## src/hw/rtl/hdlp_pkg.sv

```systemverilog
// Shared types, register indexes and reset values for the hysteresis
// debouncer with long-press detection. No dependencies.
`timescale 1ns / 1ps
`default_nettype none

package hdlp_pkg;

    localparam int COUNT_WIDTH_DEF = 8;
    localparam int LONG_WIDTH_DEF  = 16;

    localparam int CFG_IDX_W  = 3;
    localparam int CFG_DATA_W = 16;

    typedef enum logic [CFG_IDX_W-1:0] {
        REG_COUNT_MAX  = 3'd0,
        REG_THR_HIGH   = 3'd1,
        REG_THR_LOW    = 3'd2,
        REG_LONG_COUNT = 3'd3,
        REG_START_HIGH = 3'd4
    } t_reg_idx;

    localparam logic [7:0]  COUNT_MAX_RST  = 8'd10;
    localparam logic [7:0]  THR_HIGH_RST   = 8'd8;
    localparam logic [7:0]  THR_LOW_RST    = 8'd2;
    localparam logic [15:0] LONG_COUNT_RST = 16'd0;

    typedef struct packed {
        logic [7:0]  count_max;
        logic [7:0]  thr_high;
        logic [7:0]  thr_low;
        logic [15:0] long_count;
    } t_cfg;

    typedef struct packed {
        logic reinit;
        logic start_high;
    } t_init;

    typedef struct packed {
        logic sample_is_high;
        logic ack_rising;
        logic ack_falling;
        logic ack_long_high;
        logic ack_long_low;
    } t_item;

    typedef struct packed {
        logic debounced_high;
        logic rising_seen;
        logic falling_seen;
        logic long_high_seen;
        logic long_low_seen;
    } t_result;

endpackage

`default_nettype wire

```

## src/hw/rtl/hdlp_cfg.sv

```systemverilog
// Configuration register file of the debouncer.
// Depends on hdlp_pkg.
`timescale 1ns / 1ps
`default_nettype none

module hdlp_cfg (
    input  wire logic                           i_clk,
    input  wire logic                           i_rst_n,
    input  wire logic                           i_cfg_we,
    input  wire logic [hdlp_pkg::CFG_IDX_W-1:0]  i_cfg_idx,
    input  wire logic [hdlp_pkg::CFG_DATA_W-1:0] i_cfg_data,
    output hdlp_pkg::t_cfg                      o_cfg,
    output hdlp_pkg::t_init                     o_init
);

    hdlp_pkg::t_cfg   r_cfg;
    hdlp_pkg::t_reg_idx w_idx;

    assign w_idx = hdlp_pkg::t_reg_idx'(i_cfg_idx);

    always_ff @(posedge i_clk) begin
        if (!i_rst_n) begin
            r_cfg.count_max  <= hdlp_pkg::COUNT_MAX_RST;
            r_cfg.thr_high   <= hdlp_pkg::THR_HIGH_RST;
            r_cfg.thr_low    <= hdlp_pkg::THR_LOW_RST;
            r_cfg.long_count <= hdlp_pkg::LONG_COUNT_RST;
        end else if (i_cfg_we) begin
            unique case (w_idx)
                hdlp_pkg::REG_COUNT_MAX:  r_cfg.count_max  <= i_cfg_data[7:0];
                hdlp_pkg::REG_THR_HIGH:   r_cfg.thr_high   <= i_cfg_data[7:0];
                hdlp_pkg::REG_THR_LOW:    r_cfg.thr_low    <= i_cfg_data[7:0];
                hdlp_pkg::REG_LONG_COUNT: r_cfg.long_count <= i_cfg_data[15:0];
                default: ;
            endcase
        end
    end

    // start_high is only used at the moment of its write
    assign o_init.reinit     = i_cfg_we && (w_idx == hdlp_pkg::REG_START_HIGH);
    assign o_init.start_high = i_cfg_data[0];
    assign o_cfg             = r_cfg;

endmodule

`default_nettype wire

```

## src/hw/rtl/hdlp_core.sv

```systemverilog
// Integrator, hysteresis compare, long-press countdown and sticky flags.
// Depends on hdlp_pkg.
`timescale 1ns / 1ps
`default_nettype none

module hdlp_core #(
    parameter int COUNT_WIDTH = hdlp_pkg::COUNT_WIDTH_DEF,
    parameter int LONG_WIDTH  = hdlp_pkg::LONG_WIDTH_DEF
) (
    input  wire logic          i_clk,
    input  wire logic          i_rst_n,
    input  wire hdlp_pkg::t_cfg  i_cfg,
    input  wire hdlp_pkg::t_init i_init,
    input  wire logic          i_step,
    input  wire hdlp_pkg::t_item i_item,
    output hdlp_pkg::t_result  o_result,
    output hdlp_pkg::t_result  o_state
);

    localparam logic [16:0] CNT_MAX17 = (17'd1 << COUNT_WIDTH) - 17'd1;
    localparam logic [32:0] TMR_MAX33 = (33'd1 << LONG_WIDTH) - 33'd1;

    logic                   r_level;
    logic [COUNT_WIDTH-1:0] r_integ;
    logic [LONG_WIDTH-1:0]  r_timer;
    logic                   r_rise;
    logic                   r_fall;
    logic                   r_lhi;
    logic                   r_llo;

    logic [16:0]            w_cm17;
    logic [32:0]            w_lc33;
    logic [COUNT_WIDTH-1:0] w_limit;
    logic [LONG_WIDTH-1:0]  w_reload;

    logic                   n_level;
    logic [COUNT_WIDTH-1:0] n_integ;
    logic [LONG_WIDTH-1:0]  n_timer;
    logic                   w_rise;
    logic                   w_fall;
    logic                   w_lhi;
    logic                   w_llo;

    assign w_cm17   = 17'(i_cfg.count_max);
    assign w_lc33   = 33'(i_cfg.long_count);
    assign w_limit  = (w_cm17 > CNT_MAX17) ? CNT_MAX17[COUNT_WIDTH-1:0]
                                           : w_cm17[COUNT_WIDTH-1:0];
    assign w_reload = (w_lc33 > TMR_MAX33) ? TMR_MAX33[LONG_WIDTH-1:0]
                                           : w_lc33[LONG_WIDTH-1:0];

    always_comb begin
        n_integ = r_integ;
        n_level = r_level;
        n_timer = r_timer;
        w_rise  = r_rise;
        w_fall  = r_fall;
        w_lhi   = r_lhi;
        w_llo   = r_llo;

        if (i_item.sample_is_high) begin
            if (r_integ < w_limit) begin
                n_integ = r_integ + COUNT_WIDTH'(1);
            end
            if ((17'(n_integ) == 17'(i_cfg.thr_high)) && !r_level) begin
                n_level = 1'b1;
                w_rise  = 1'b1;
                n_timer = w_reload;
            end
        end else begin
            if (r_integ != '0) begin
                n_integ = r_integ - COUNT_WIDTH'(1);
            end
            if ((17'(n_integ) == 17'(i_cfg.thr_low)) && r_level) begin
                n_level = 1'b0;
                w_fall  = 1'b1;
                n_timer = w_reload;
            end
        end

        if (n_timer != '0) begin
            n_timer = n_timer - LONG_WIDTH'(1);
            if (n_timer == '0) begin
                if (n_level) begin
                    w_lhi = 1'b1;
                end else begin
                    w_llo = 1'b1;
                end
            end
        end
    end

    assign o_result.debounced_high = n_level;
    assign o_result.rising_seen    = w_rise;
    assign o_result.falling_seen   = w_fall;
    assign o_result.long_high_seen = w_lhi;
    assign o_result.long_low_seen  = w_llo;

    assign o_state.debounced_high = r_level;
    assign o_state.rising_seen    = r_rise;
    assign o_state.falling_seen   = r_fall;
    assign o_state.long_high_seen = r_lhi;
    assign o_state.long_low_seen  = r_llo;

    always_ff @(posedge i_clk) begin
        if (!i_rst_n) begin
            r_level <= 1'b0;
            r_integ <= '0;
            r_timer <= '0;
            r_rise  <= 1'b0;
            r_fall  <= 1'b0;
            r_lhi   <= 1'b0;
            r_llo   <= 1'b0;
        end else if (i_init.reinit) begin
            r_level <= i_init.start_high;
            r_integ <= i_init.start_high ? w_limit : '0;
            r_timer <= '0;
            r_rise  <= 1'b0;
            r_fall  <= 1'b0;
            r_lhi   <= 1'b0;
            r_llo   <= 1'b0;
        end else if (i_step) begin
            r_level <= n_level;
            r_integ <= n_integ;
            r_timer <= n_timer;
            r_rise  <= w_rise && !i_item.ack_rising;
            r_fall  <= w_fall && !i_item.ack_falling;
            r_lhi   <= w_lhi  && !i_item.ack_long_high;
            r_llo   <= w_llo  && !i_item.ack_long_low;
        end
    end

endmodule

`default_nettype wire

```

## src/hw/rtl/hysteresis_debouncer_long_press_top.sv

```systemverilog
// Top level of the hysteresis debouncer with long-press detection.
// Depends on hdlp_pkg, hdlp_cfg and hdlp_core.
`timescale 1ns / 1ps
`default_nettype none

// Takes one sampled level word per clock while input ready is high. Each
// accepted word updates the integrator, the debounced state, the long-press
// countdown and the sticky flags in the cycle it is accepted; its result word
// appears from the output register on the next cycle. Input ready is high
// whenever the output register is empty or being drained, so a steady stream
// runs at one word per cycle. Flags are reported before that word's
// acknowledge bits clear them. Writing start_high re-initializes the state,
// integrator, countdown and flags; other registers take effect at once.

module hysteresis_debouncer_long_press_top #(
    parameter int COUNT_WIDTH = hdlp_pkg::COUNT_WIDTH_DEF,
    parameter int LONG_WIDTH  = hdlp_pkg::LONG_WIDTH_DEF
) (
    input  wire logic                            i_clk,
    input  wire logic                            i_rst_n,
    input  wire logic                            i_s_axis_tvalid,
    output logic                                 o_s_axis_tready,
    // [0] sample_is_high [1] ack_rising [2] ack_falling
    // [3] ack_long_high [4] ack_long_low [7:5] zero
    input  wire logic [7:0]                      i_s_axis_tdata,
    output logic                                 o_m_axis_tvalid,
    input  wire logic                            i_m_axis_tready,
    // [0] debounced_high [1] rising_seen [2] falling_seen
    // [3] long_high_seen [4] long_low_seen [7:5] zero
    output logic [7:0]                           o_m_axis_tdata,
    input  wire logic                            i_cfg_we,
    input  wire logic [hdlp_pkg::CFG_IDX_W-1:0]  i_cfg_idx,
    input  wire logic [hdlp_pkg::CFG_DATA_W-1:0] i_cfg_data
);

    hdlp_pkg::t_cfg    w_cfg;
    hdlp_pkg::t_init   w_init;
    hdlp_pkg::t_item   w_item;
    hdlp_pkg::t_result w_res;
    hdlp_pkg::t_result w_state;
    logic              w_accept;

    logic              r_out_valid;
    hdlp_pkg::t_result r_out;

    assign w_item.sample_is_high = i_s_axis_tdata[0];
    assign w_item.ack_rising     = i_s_axis_tdata[1];
    assign w_item.ack_falling    = i_s_axis_tdata[2];
    assign w_item.ack_long_high  = i_s_axis_tdata[3];
    assign w_item.ack_long_low   = i_s_axis_tdata[4];

    assign o_s_axis_tready = !r_out_valid || i_m_axis_tready;
    assign w_accept        = i_s_axis_tvalid && o_s_axis_tready;

    hdlp_cfg u_cfg (
        .i_clk      (i_clk),
        .i_rst_n    (i_rst_n),
        .i_cfg_we   (i_cfg_we),
        .i_cfg_idx  (i_cfg_idx),
        .i_cfg_data (i_cfg_data),
        .o_cfg      (w_cfg),
        .o_init     (w_init)
    );

    hdlp_core #(
        .COUNT_WIDTH (COUNT_WIDTH),
        .LONG_WIDTH  (LONG_WIDTH)
    ) u_core (
        .i_clk    (i_clk),
        .i_rst_n  (i_rst_n),
        .i_cfg    (w_cfg),
        .i_init   (w_init),
        .i_step   (w_accept),
        .i_item   (w_item),
        .o_result (w_res),
        .o_state  (w_state)
    );

    always_ff @(posedge i_clk) begin
        if (!i_rst_n) begin
            r_out_valid <= 1'b0;
        end else if (w_accept) begin
            r_out_valid <= 1'b1;
        end else if (i_m_axis_tready) begin
            r_out_valid <= 1'b0;
        end
    end

    always_ff @(posedge i_clk) begin
        if (w_accept) begin
            r_out <= w_res;
        end
    end

    assign o_m_axis_tvalid = r_out_valid;
    assign o_m_axis_tdata  = {3'b000, r_out.long_low_seen, r_out.long_high_seen,
                              r_out.falling_seen, r_out.rising_seen,
                              r_out.debounced_high};

`ifndef SYNTHESIS
    a_accept_gives_word: assert property (@(posedge i_clk) disable iff (!i_rst_n)
        w_accept |=> o_m_axis_tvalid)
        else $error("accepted word did not reach the output register");

    a_rise_sets_flag: assert property (@(posedge i_clk) disable iff (!i_rst_n)
        (w_accept && !w_state.debounced_high && w_res.debounced_high)
        |-> w_res.rising_seen)
        else $error("low to high change without rising flag");

    a_fall_sets_flag: assert property (@(posedge i_clk) disable iff (!i_rst_n)
        (w_accept && w_state.debounced_high && !w_res.debounced_high)
        |-> w_res.falling_seen)
        else $error("high to low change without falling flag");

    a_reinit_clears: assert property (@(posedge i_clk) disable iff (!i_rst_n)
        w_init.reinit |=> (!w_state.rising_seen && !w_state.falling_seen &&
                           !w_state.long_high_seen && !w_state.long_low_seen))
        else $error("start_high write left flags set");
`endif

endmodule

`default_nettype wire
```

## config.mk

```make
export PLATFORM = sky130hd
export DESIGN_NAME = hysteresis_debouncer_long_press_top
export DESIGN_NICKNAME = d
export VERILOG_FILES = /design/src/hw/rtl/hdlp_pkg.sv /design/src/hw/rtl/hdlp_cfg.sv /design/src/hw/rtl/hdlp_core.sv /design/src/hw/rtl/hysteresis_debouncer_long_press_top.sv
export SDC_FILE = /design/constraint.sdc
export NUM_CORES = 1
export LEC_CHECK = 0
export BUFFER_PORTS_ARGS = -buffer_cell sky130_fd_sc_hd__buf_2
export CORE_ASPECT_RATIO = 1.5
export CORE_UTILIZATION = 45
export CTS_BUF_LIST = sky130_fd_sc_hd__clkbuf_16
export DETAILED_ROUTE_END_ITERATION = 8
export SLEW_MARGIN = 20
export SYNTH_ARGS = -nofsm -noshare
export SYNTH_HDL_FRONTEND = slang
export SYNTH_SLANG_ARGS = --single-unit
```

## constraint.sdc

```tcl
create_clock -name i_clk -period 6.8 [get_ports i_clk]
set_input_delay 0.68 -clock i_clk [delete_from_list [all_inputs] [get_ports i_clk]]
set_output_delay 0.68 -clock i_clk [all_outputs]
set_load 0.03 [all_outputs]
```

# == Word-level counts from Yosys, hierarchy flattened ==
# Cells that the tools add are included.
# Widths: inputs -> output; s select.
# classes
add_sub_neg,3
magnitude_cmp,3
eq_ne,6
mux,31
n_bitwise,1
n_reduce_logical,26
# ops
operator,count
$mux 16,5
$mux 8,9
$mux 1,17
$eq 8x8->1,2
$gt 16x16->1 const B,1
$logic_not 16->1,1
$reduce_bool 16->1,1
$sub 16x1->16 const B,1
$add 8x1->8 const B,1
$gt 8x8->1 const B,1
$logic_and 1x1->1,8
$lt 8x8->1,1
$reduce_and 2->1,4
$reduce_bool 8->1,1
$sub 8x1->8 const B,1
$eq 3x2->1 const B,2
$logic_not 1->1,6
$reduce_bool 2->1,2
$eq 3x1->1 const B,1
$eq 3x3->1 const B,1
$logic_not 3->1,1
$reduce_or 2->1,1
$logic_or 1x1->1,1
$not 1->1,1
# word_totals
ff_bits,75
in_bits,32
output_inout_bits,10
word_cells,87

# == Depth between registers and ports, before layout ==
# depth
ltp_word,14
depth_mapped,24

# == Hierarchy ==
# Synthesis repeated with hierarchy kept, for this count alone.
# hier_totals
hier_cells,625
hier_area_um2,5067.4
# modules_own_cells
module,n_inst,cells_per_inst,area_each_um2,seq_area_each_um2
hdlp_core,1,455,3283.1,580.6
hdlp_cfg,1,156,1550.2,800.8
hysteresis_debouncer_long_press_top,1,14,234.0,170.2

# == Worst setup path after synthesis ==
# Ideal clock, no wire load.
# synth_timing
path_type,register to register
start,reg u_core.r_integ[1]
end,reg u_core.r_lhi
arrival_time_ns,4.953
path_slack_ns,1.761
stages_incl_launch_ff,24
synth_period_minus_slack_ns,5.039
path_cell_list,dfxtp_1 > clkbuf_1 > inv_1 > ha_1 > or3b_2 > xnor2_1 > o31a_1 > or4_1 > nor4b_1 > o21bai_1 > buf_4 > buf_2 > mux2i_1 > ha_1 > nand2b_1 > clkbuf_1 > nor4_1 > xnor2_1 > and3_1 > and3_1 > nand4_1 > mux2i_1 > a31oi_1 > a211oi_1
# synth_via
elab_chain_len,12
# synth_rtl
item,line_no,source
start: declaration,hdlp_core.sv:24,logic [COUNT_WIDTH-1:0] r_integ;
start signal: assignment,hdlp_core.sv:115,r_integ <= i_init.start_high ? w_limit : '0;
start signal: assignment,hdlp_core.sv:123,r_integ <= n_integ;
"$sub 8x1->8, or another cell as far along",hdlp_core.sv:71,n_integ = r_integ - COUNT_WIDTH'(1);
$mux 8 (on tied branches),"hdlp_core.sv:70, hdlp_core.sv:61",
$mux 8,hdlp_core.sv:60,if (i_item.sample_is_high) begin
$eq 8x8->1 (on tied branches),"hdlp_core.sv:73, hdlp_core.sv:64",
$logic_and 1x1->1 (on tied branches),"hdlp_core.sv:73, hdlp_core.sv:64",
$mux 16 (on tied branches),"hdlp_core.sv:73, hdlp_core.sv:64",
$mux 16,hdlp_core.sv:60,
$sub 16x1->16,hdlp_core.sv:81,n_timer = n_timer - LONG_WIDTH'(1);
$logic_not 16->1,hdlp_core.sv:82,if (n_timer == '0) begin
$mux 1,hdlp_core.sv:82,
$mux 1 (*),hdlp_core.sv:80,if (n_timer != '0) begin
$logic_and 1x1->1 (*),hdlp_core.sv:127,r_lhi <= w_lhi && !i_item.ack_long_high;
end signal: assignment,hdlp_core.sv:127,
end: declaration,hdlp_core.sv:28,logic r_lhi;
# Every way passes the cells marked *; elsewhere a longest branch is shown, timed or not. The select of a mux whose other input is x is not followed.
# A chain may end at the register's enable or synchronous reset.

# == Worst setup path in the final report ==
# layout_timing
start,reg u_core.r_integ[2]
end,reg u_core.r_llo
# layout_via
elab_chain_len,12
# layout_rtl
item,line_no,source
"$sub 8x1->8, or another cell as far along",hdlp_core.sv:71,
$mux 8 (on tied branches),"hdlp_core.sv:70, hdlp_core.sv:61",
$mux 8,hdlp_core.sv:60,
$eq 8x8->1 (on tied branches),"hdlp_core.sv:73, hdlp_core.sv:64",
$logic_and 1x1->1 (on tied branches),"hdlp_core.sv:73, hdlp_core.sv:64",
$mux 16 (on tied branches),"hdlp_core.sv:73, hdlp_core.sv:64",
$mux 16,hdlp_core.sv:60,
$sub 16x1->16,hdlp_core.sv:81,
$logic_not 16->1,hdlp_core.sv:82,
$mux 1,hdlp_core.sv:82,
$mux 1 (*),hdlp_core.sv:80,
$logic_and 1x1->1 (*),hdlp_core.sv:128,r_llo <= w_llo && !i_item.ack_long_low;
end signal: assignment,hdlp_core.sv:128,
end: declaration,hdlp_core.sv:29,logic r_llo;
# Marked as above.

==> impl_metrics.json <==
{
  "clock_skew_ps": 9.81,
  "portBuffers": 35,
  "drv_cap": 0,
  "drc": 0,
  "synth_top_area_frac": 0.268,
  "dp.cells": 821,
  "dieArea_sq_um": 12000,
  "whs_ps": 494,
  "synth_cells": 681,
  "synth.distinct_cells": 71,
  "ys_async_sr_fraction": 0,
  "cp.arrival_ps": 5930,
  "drt-initial-drc-count": 229,
  "hp-class": "reg -> reg",
  "cts_sinks": 75,
  "insertion_delay_ps": 340,
  "required_ps": 7050,
  "gp_congestion": 0.904,
  "cts_resized": 0,
  "startpoint_type": "register",
  "dr.pass1.iters": 5,
  "end_kind": "register",
  "tns_ps": 0,
  "layout-drive-gt1-share": 0.114,
  "min_path_cells": 2,
  "die_width_um": 90.0,
  "cts.path.max_buffers": 2,
  "post_cts_buffers": 0,
  "ant_nets": 0,
  "slew_headroom": 0.449,
  "io_pins": 42,
  "ys_warn_count": 0,
  "avgSynthCellArea_sq_um": 7.67,
  "rows": 47,
  "cts_tree": "built",
  "h-tree-depth": 3,
  "fmax_mhz": 176,
  "worst_pin_slew_ps": 825,
  "synth_area_leaders": "dfxtp_1, nand2_1, a21boi_0",
  "num_vias": 4931,
  "vias_per_cell": 5.89,
  "diodes": 0,
  "path_clk_slew_ps": 60,
  "synth_area_sq_um": 5220,
  "grt_max_degree": 53,
  "stdcell_count": 837,
  "total_leakage_power_nw": 2.22,
  "peakVddDrop_uv": 179,
  "cts_made_buffers": 9,
  "power_density_nw_per_um2": 357,
  "finalHoldViolCount": 0,
  "nets": 730,
  "grt-ovfl-total": 0,
  "core-area_sq_um": 11200,
  "critical_path_class": "reg -> reg",
  "setup_ws_ps": 1110,
  "die_h_um": 134,
  "synth_ff_type": "dfxtp_1",
  "synth_edf_count": 5,
  "track_usage": 0.261,
  "grt_pass1_vias": 4846,
  "setup_viol": 0,
  "synth.largest_area_cell": "dfxtp_1",
  "period_minus_slack_ps": 5690,
  "dp_hpwl_mm": 11.3,
  "yosysMostFrequentCell": "nand2_1",
  "synth_common_cells": "nand2_1, dfxtp_1, a21boi_0",
  "antenna_found_initial": 0,
  "wl_per_cell_um": 18.2,
  "rr_worst_depth": 18,
  "finalPower_mw": 2.04,
  "fin_crit_sh": 0.836,
  "area_growth_pct": 9.42,
  "synth_seq_cells": 75,
  "initial_core_util": 0.467,
  "holdBufCountCts": 0,
  "pre_cts_ws_ps": 1140,
  "yosysSeqAreaShare": 0.297,
  "grt_pass1_wl_mm": 24.8,
  "path_max_fanout": 16,
  "root_buffer": "clkbuf_16",
  "drv_slew": 0,
  "rsz0062_at_grt": "false",
  "outcome": "finished clean",
  "wl_mm": 15.2
}
-- worst paths after layout --
path / slack [ps] / startpoint / endpoint
max: 1110 / u_core.r_integ[2] / u_core.r_llo
min: 490 / u_core.r_timer[8] / u_core.r_timer[8]
max reg2reg: 1110 / u_core.r_integ[2] / u_core.r_llo
min reg2reg: 490 / u_core.r_timer[8] / u_core.r_timer[8]
-- layout make-up --
type / instances / area [sq um]
clock buffers: 10 / 250
multi-input cells: 543 / 3390
repair buffers: 39 / 205
inverters: 17 / 63.8
flip-flops and latches: 75 / 1550
clock inverters: 6 / 70.1
fillers: 1155 / 5460
well taps: 147 / 184
-- layer usage --
metal,track usage,wire length [um],up-vias
li1,-,-,2443
met1,0.274,6000,2348
met2,0.490,7980,101
met3,0.0312,384,39
met4,0.165,835,0
met5,0,0,-
-- power by group --
part	switching (mW)	internal (mW)
Clock	0.206	0.311
Combinational	0.548	0.381
Sequential	0.0888	0.503
-- layout by cell type, fill, tap and decap left out, types with 10 or more instances in the layout --
cell type,netlist,final
buf_2,3,35
nand2b_1,10,10
a21oi_1,31,31
mux2i_1,14,14
ha_1,13,13
xnor2_1,23,23
a21boi_0,41,41
xor2_1,21,21
nor3_1,24,23
clkbuf_16,0,10
nor4_1,15,15
inv_1,17,18
nand2_1,125,125
nor2_1,37,37
o21ai_0,27,27
nand3_1,16,16
dfxtp_1,70,70
-- metrics by stage --
step,instance area [sq um],util
finish,5710,0.511
detailed placement,5390,0.482
global route,5710,0.511
CTS,5710,0.511
global placement,5390,0.482
floorplan,5230,-
-- kinds of logic after synthesis --
kind of cell	count (synthesis)	synth area share
adders and majority gates	13	0.0311
other	1	0.000718
DFF	75	0.297
xor gates and xnor gates	44	0.0738
and+or+nand+nor	299	0.288
muxes	18	0.0359
AOI/OAI and AO/OA	166	0.217
buffers and inverters	65	0.0563
-- state kept, by name (all words and copies together) (netlist names) --
name / flops
o_m_axis_tdata: 5
o_m_axis_tvalid: 1
u_cfg.o_cfg: 40
u_core.r_fall: 1
u_core.r_integ: 8
u_core.r_level: 1
u_core.r_lhi: 1
u_core.r_llo: 1
u_core.r_rise: 1
u_core.r_timer: 16
-- critical path: stages (launching register included) --
cell,delay (ps)
dfxtp_1,730
ha_1,370
a211oi_1,230
o21ai_0,230
a2111oi_0,630
a221oi_1,230
and4_1,270
or2_4,320
mux2i_1,270
ha_1,350
nand2b_1,290
nor4_1,330
xnor2_1,200
and3_1,180
and3_1,150
nand4_1,100
mux2i_1,390
a31oi_1,140
a211oi_1,170
Power figures use the tool's default switching activity.
